## src/design/obcr_pkg.sv

```systemverilog
// Shared types, codes and constants of the oriented box cost rasterizer.
package obcr_pkg;

  localparam int DefGridCols = 64;
  localparam int DefGridRows = 64;

  localparam int InDataW  = 184;
  localparam int OutDataW = 24;
  localparam int CfgIdxW  = 2;
  localparam int CfgDataW = 32;

  localparam int ProdW  = 54;
  localparam int WorldW = 48;
  localparam int LocW   = 64;
  localparam int CountW = 13;

  localparam logic [7:0]        NoInfo   = 8'hFF;
  localparam logic [CountW-1:0] CountMax = '1;

  localparam logic [CfgIdxW-1:0] CfgOriginX      = 2'd0;
  localparam logic [CfgIdxW-1:0] CfgOriginY      = 2'd1;
  localparam logic [CfgIdxW-1:0] CfgCellSize     = 2'd2;
  localparam logic [CfgIdxW-1:0] CfgCellsPerMeter = 2'd3;

  typedef enum logic [1:0] {
    OP_CLEAR = 2'd0,
    OP_PAINT = 2'd1,
    OP_READ  = 2'd2
  } op_e;

  typedef enum logic [4:0] {
    MS_ACHX, MS_ASHY, MS_ASHX, MS_ACHY,
    MS_CCS,  MS_SCS,
    MS_CBX,  MS_SBY,  MS_CBY,  MS_SBX,
    MS_HX0,  MS_LX0,  MS_HX1,  MS_LX1,
    MS_HY0,  MS_LY0,  MS_HY1,  MS_LY1
  } mul_step_e;

  localparam int NumSteps = 18;

  typedef enum logic [3:0] {
    DP_NOP, DP_CAPTURE, DP_CLR_STEP, DP_MUL, DP_EXT, DP_WORLD, DP_CELL,
    DP_INIT, DP_SEEK_COL, DP_SEEK_ROW, DP_MARK, DP_WALK_RD, DP_WALK_WR,
    DP_READ_RD, DP_LOAD_OUT
  } dp_op_e;

  typedef enum logic [1:0] {
    RK_ZERO, RK_PAINT, RK_OFF, RK_READ
  } res_kind_e;

  typedef enum logic [3:0] {
    S_RST_CLEAR, S_IDLE, S_CLEAR, S_MUL_A, S_EXT, S_WORLD, S_MUL_B, S_CELL,
    S_INIT, S_SEEK_COL, S_SEEK_ROW, S_MARK, S_WALK_RD, S_WALK_WR, S_READ_RD,
    S_FINISH
  } state_e;

  typedef struct packed {
    dp_op_e    op;
    mul_step_e mstep;
    res_kind_e kind;
  } dp_cmd_t;

  typedef struct packed {
    logic off_map;
    logic col_seek_done;
    logic row_seek_done;
    logic col_last;
    logic row_last;
    logic clr_last;
    logic out_free;
  } dp_stat_t;

endpackage

```

## src/design/obcr_ctrl.sv

```systemverilog
// Sequencing state machine of the oriented box cost rasterizer.
module obcr_ctrl (
  input  logic                clk_i,
  input  logic                rst_ni,
  input  logic                s_valid_i,
  input  logic [1:0]          s_op_i,
  output logic                s_ready_o,
  input  obcr_pkg::dp_stat_t  stat_i,
  output obcr_pkg::dp_cmd_t   cmd_o
);
  import obcr_pkg::*;

  state_e    state_q, state_d;
  mul_step_e mstep_q, mstep_d;
  res_kind_e kind_q, kind_d;

  always_ff @(posedge clk_i or negedge rst_ni) begin
    if (!rst_ni) begin
      state_q <= S_RST_CLEAR;
      mstep_q <= MS_ACHX;
      kind_q  <= RK_ZERO;
    end else begin
      state_q <= state_d;
      mstep_q <= mstep_d;
      kind_q  <= kind_d;
    end
  end

  always_comb begin
    state_d = state_q;
    mstep_d = mstep_q;
    kind_d  = kind_q;
    unique case (state_q)
      S_RST_CLEAR: if (stat_i.clr_last) state_d = S_IDLE;
      S_IDLE: begin
        if (s_valid_i) begin
          unique case (s_op_i)
            OP_CLEAR: state_d = S_CLEAR;
            OP_PAINT: begin
              state_d = S_MUL_A;
              mstep_d = MS_ACHX;
            end
            OP_READ: begin
              state_d = S_READ_RD;
              kind_d  = RK_READ;
            end
            default: begin
              state_d = S_FINISH;
              kind_d  = RK_ZERO;
            end
          endcase
        end
      end
      S_CLEAR: begin
        if (stat_i.clr_last) begin
          state_d = S_FINISH;
          kind_d  = RK_ZERO;
        end
      end
      S_MUL_A: begin
        mstep_d = mul_step_e'(mstep_q + 5'd1);
        if (mstep_q == MS_SBX) state_d = S_EXT;
      end
      S_EXT: state_d = S_WORLD;
      S_WORLD: begin
        state_d = S_MUL_B;
        mstep_d = MS_HX0;
      end
      S_MUL_B: begin
        if (stat_i.off_map) begin
          state_d = S_FINISH;
          kind_d  = RK_OFF;
        end else begin
          mstep_d = mul_step_e'(mstep_q + 5'd1);
          if (mstep_q == MS_LY1) state_d = S_CELL;
        end
      end
      S_CELL:     state_d = S_INIT;
      S_INIT:     state_d = S_SEEK_COL;
      S_SEEK_COL: if (stat_i.col_seek_done) state_d = S_SEEK_ROW;
      S_SEEK_ROW: if (stat_i.row_seek_done) state_d = S_MARK;
      S_MARK:     state_d = S_WALK_RD;
      S_WALK_RD:  state_d = S_WALK_WR;
      S_WALK_WR: begin
        if (stat_i.col_last && stat_i.row_last) begin
          state_d = S_FINISH;
          kind_d  = RK_PAINT;
        end else begin
          state_d = S_WALK_RD;
        end
      end
      S_READ_RD: state_d = S_FINISH;
      S_FINISH:  if (stat_i.out_free) state_d = S_IDLE;
      default:   state_d = S_IDLE;
    endcase
  end

  always_comb begin
    s_ready_o   = 1'b0;
    cmd_o.op    = DP_NOP;
    cmd_o.mstep = mstep_q;
    cmd_o.kind  = kind_q;
    unique case (state_q)
      S_RST_CLEAR, S_CLEAR: cmd_o.op = DP_CLR_STEP;
      S_IDLE: begin
        s_ready_o = 1'b1;
        if (s_valid_i) cmd_o.op = DP_CAPTURE;
      end
      S_MUL_A:    cmd_o.op = DP_MUL;
      S_EXT:      cmd_o.op = DP_EXT;
      S_WORLD:    cmd_o.op = DP_WORLD;
      S_MUL_B:    if (!stat_i.off_map) cmd_o.op = DP_MUL;
      S_CELL:     cmd_o.op = DP_CELL;
      S_INIT:     cmd_o.op = DP_INIT;
      S_SEEK_COL: if (!stat_i.col_seek_done) cmd_o.op = DP_SEEK_COL;
      S_SEEK_ROW: if (!stat_i.row_seek_done) cmd_o.op = DP_SEEK_ROW;
      S_MARK:     cmd_o.op = DP_MARK;
      S_WALK_RD:  cmd_o.op = DP_WALK_RD;
      S_WALK_WR:  cmd_o.op = DP_WALK_WR;
      S_READ_RD:  cmd_o.op = DP_READ_RD;
      S_FINISH:   if (stat_i.out_free) cmd_o.op = DP_LOAD_OUT;
      default:    cmd_o.op = DP_NOP;
    endcase
  end

endmodule

```

## config.mk

```make
export PLATFORM = sky130hd
export DESIGN_NAME = obcr_ctrl
export DESIGN_NICKNAME = d
export VERILOG_FILES = /design/src/design/obcr_pkg.sv /design/src/design/obcr_ctrl.sv
export SDC_FILE = /design/constraint.sdc
export NUM_CORES = 1
export LEC_CHECK = 0
export ABC_AREA = 1
export BUFFER_PORTS_ARGS = -buffer_cell sky130_fd_sc_hd__buf_2
export CORE_MARGIN = 1
export CORE_UTILIZATION = 25
export CTS_CLUSTER_SIZE = 10
export DETAILED_ROUTE_END_ITERATION = 6
export GPL_ROUTABILITY_DRIVEN = 1
export SLEW_MARGIN = 5
export SYNTH_ARGS = -nofsm -noshare
export SYNTH_HDL_FRONTEND = slang
export SYNTH_SLANG_ARGS = --single-unit
```

## constraint.sdc

```tcl
create_clock -name clk_i -period 1.5 [get_ports clk_i]
set_input_delay 0.075 -clock clk_i [delete_from_list [all_inputs] [get_ports clk_i]]
set_output_delay 0.075 -clock clk_i [all_outputs]
set_load 0.02 [all_outputs]
```

==> metrics <==
status finished, violations left; failing checks setup timing; power density over the cells 2210 nW/um^2; WL/cell 12.0 microns; DIE HEIGHT 69.5 microns; final setup margin -0.141 ns; antenna viol nets, final 0; Setup crit end kind primary output; Initial Utilization 26.2%; die width 69.5 microns; CTS tree built; All-Layer GR Usage 15.9%; CP Class reg2out; Vias 1419; Initial DRC Count 101; initial antenna violation count 0; number of global-route vias before repair 1415; total grt overflow 0; reg-to-reg setup timing slack 0.02 ns; Core Util, Final 39.1%; startpoint types flop; Num CTS Buffers 3; Ys Warns 0; # port buffers 23; VDD IR max 0.834 mV; Worst EP arrival 1.57 ns; final setup TNS -0.268 ns; Top delay family on crit path flip-flops; final number of hold-violating endpoints 0; Post-route DRC 0; post-synthesis register bit count 11; DRT Pass-1 Iters 4; cell count of the worst reg-to-reg path 10; CTS max path bufs 2; post-synthesis sequential area ratio 24.1%; Yosys cell types 20; Die ar. 4830 sq um; max cap viols 0; H-tree Lvls 1; Post-Syn Instances 207; Slowest cell on crit path dfrtp_2; Slew Limit Fails 0; WP depth 6; max_slew headroom 81.9%; Core Area 4350 sq um; Max Fanout on Critical Path 5; hold path cells 5; Syn Nets 221; final setup violation count 4; Hold Slack 0.230 ns; Clock Latency Late Sink 0.24 ns; Ports 24; synthesis-to-finish area growth 49.3%; Routed Wire Length 3700 microns; dpl cell area 1390 sq um; RSZ-0062 raised after global routing true; crit-path max cell delay 0.46 ns; CTS Sinks 11; number of diodes 0; placed cell count 291; post-synthesis average cell area 5.51 sq um; first-pass GRT wire length 6230 microns; DP HPWL 2690 microns; CP Buf/Inv Count 2; worst min-delay path class in2reg; layout net count 271; leakage power 0.987 nW; period utilisation layout 109%; min cycle time layout 1.64 ns; cells along the critical path buf_4 -> nand2_1 -> nor2_1 -> a21oi_2 -> nand4_1 -> buf_6; final setup skew 0.000821 ns; layout cells sized above 1 37.5%; largest net degree at the start of global routing 12; num rows 24; via density per instance 4.61; Worst-Margin Slew 0.271 ns; cell at the root of the clock tree clkbuf_8; Layout fillers 468; synthesized area 1140 sq um; Critical Path RT 1.42 ns; Clock Pin Slew Worst Setup and Hold Paths 0.05 ns; routability cong. 0.944; final cell count without fillers 308; post-route cell area 1700 sq um; fmax 609 MHz
## final timing paths
kind	to	startpoint
worst max-delay path	cmd_o[7]	state_q[2]
worst min-delay path	state_q[2]	s_op_i[1]
worst max register to register	mstep_q[2]	state_q[0]
worst min register to register	kind_q[1]	kind_q[1]
max in group asynchronous	state_q[2]	rst_ni
min in group asynchronous	mstep_q[2]	rst_ni
## per-stage QoR
stage	power (mW)	setup slack, ns
global route	4.07	-0.153
finish	3.76	-0.141
global placement	2.71	-0.194
floorplan	2.02	0.127
detailed placement	2.70	-0.139
CTS	3.40	-0.0594
## worst min-delay path, cell delays in order
cell	delay [ns]
buf_2	0.13
a21oi_1	0.07
nand2_1	0.06
nand2_1	0.04
nand2_1	0.05
## report_power, final
group	leakage [nW]	internal [mW]	switching (mW)
Sequential	0.141	0.415	0.162
Clock	0.0228	0.186	0.109
Combinational	0.823	1.16	1.73
## Yosys cell counts (all sizes together)
cell type	n	area [sq um]
inv	28	105
nand4	1	6.26
nor3b	1	7.51
dfrtp	11	275
nor2	40	180
nand2	92	358
nor3	1	5.00
a21oi	3	15.0
xor2	1	8.76
o21ai	8	43.8
nand3	15	80.1
ha	2	25.0
nand3b	3	22.5
a211oi	1	7.51
## layout by cell type, fill, tap and decap left out, drive strengths merged
cell / count
nand3: 15
nor2: 40
xor2: 1
ha: 2
nor3: 1
nand4: 1
a211oi: 1
buf: 44
inv: 28
dfrtp: 11
dlygate4sd3: 1
clkbuf: 4
nand3b: 3
nor3b: 1
a21oi: 3
nand2: 92
o21ai: 8
## flip-flops by register name (all words and copies together), names as in the netlist
signal   count
kind_q       2
mstep_q      5
state_q      4
## metal layers
layer  GRT usage [%]  vias to the layer above  share of wire, %
met4            4.76                        0               1.6
met3            1.60                        8               5.1
li1                -                      733                 -
met2            27.5                       50                47
met5               0                        -                 0
met1            20.9                      628                46
## cell families (layout without fill, tap and decap cells)
group	after synthesis	after routing	synth area share, %
buffers and inverters	28	77	9.22
xor gates and xnor gates	1	1	0.769
AOI/OAI and AO/OA	12	12	5.82
and+or+nand+nor	153	153	57.8
adders and majority gates	2	2	2.20
DFF	11	11	24.1
## repair_timing
action	CTS	global route
resized for setup	30	29
buffers inserted	10	2
hold endpoints to repair	11	0
pin swaps	7	14
hold buffers	1	0
endpoints found under the setup margin	8	16
## area by class of cell
type	count	area (sq um)	share of cell area, %
flip-flops and latches	11	279	16.4
well taps	52	65.1	3.82
repair buffers	45	315	18.5
clock buffers	4	45.0	2.65
multi-input cells	168	882	51.8
inverters	28	115	6.76
Power figures use the tool's default switching activity.
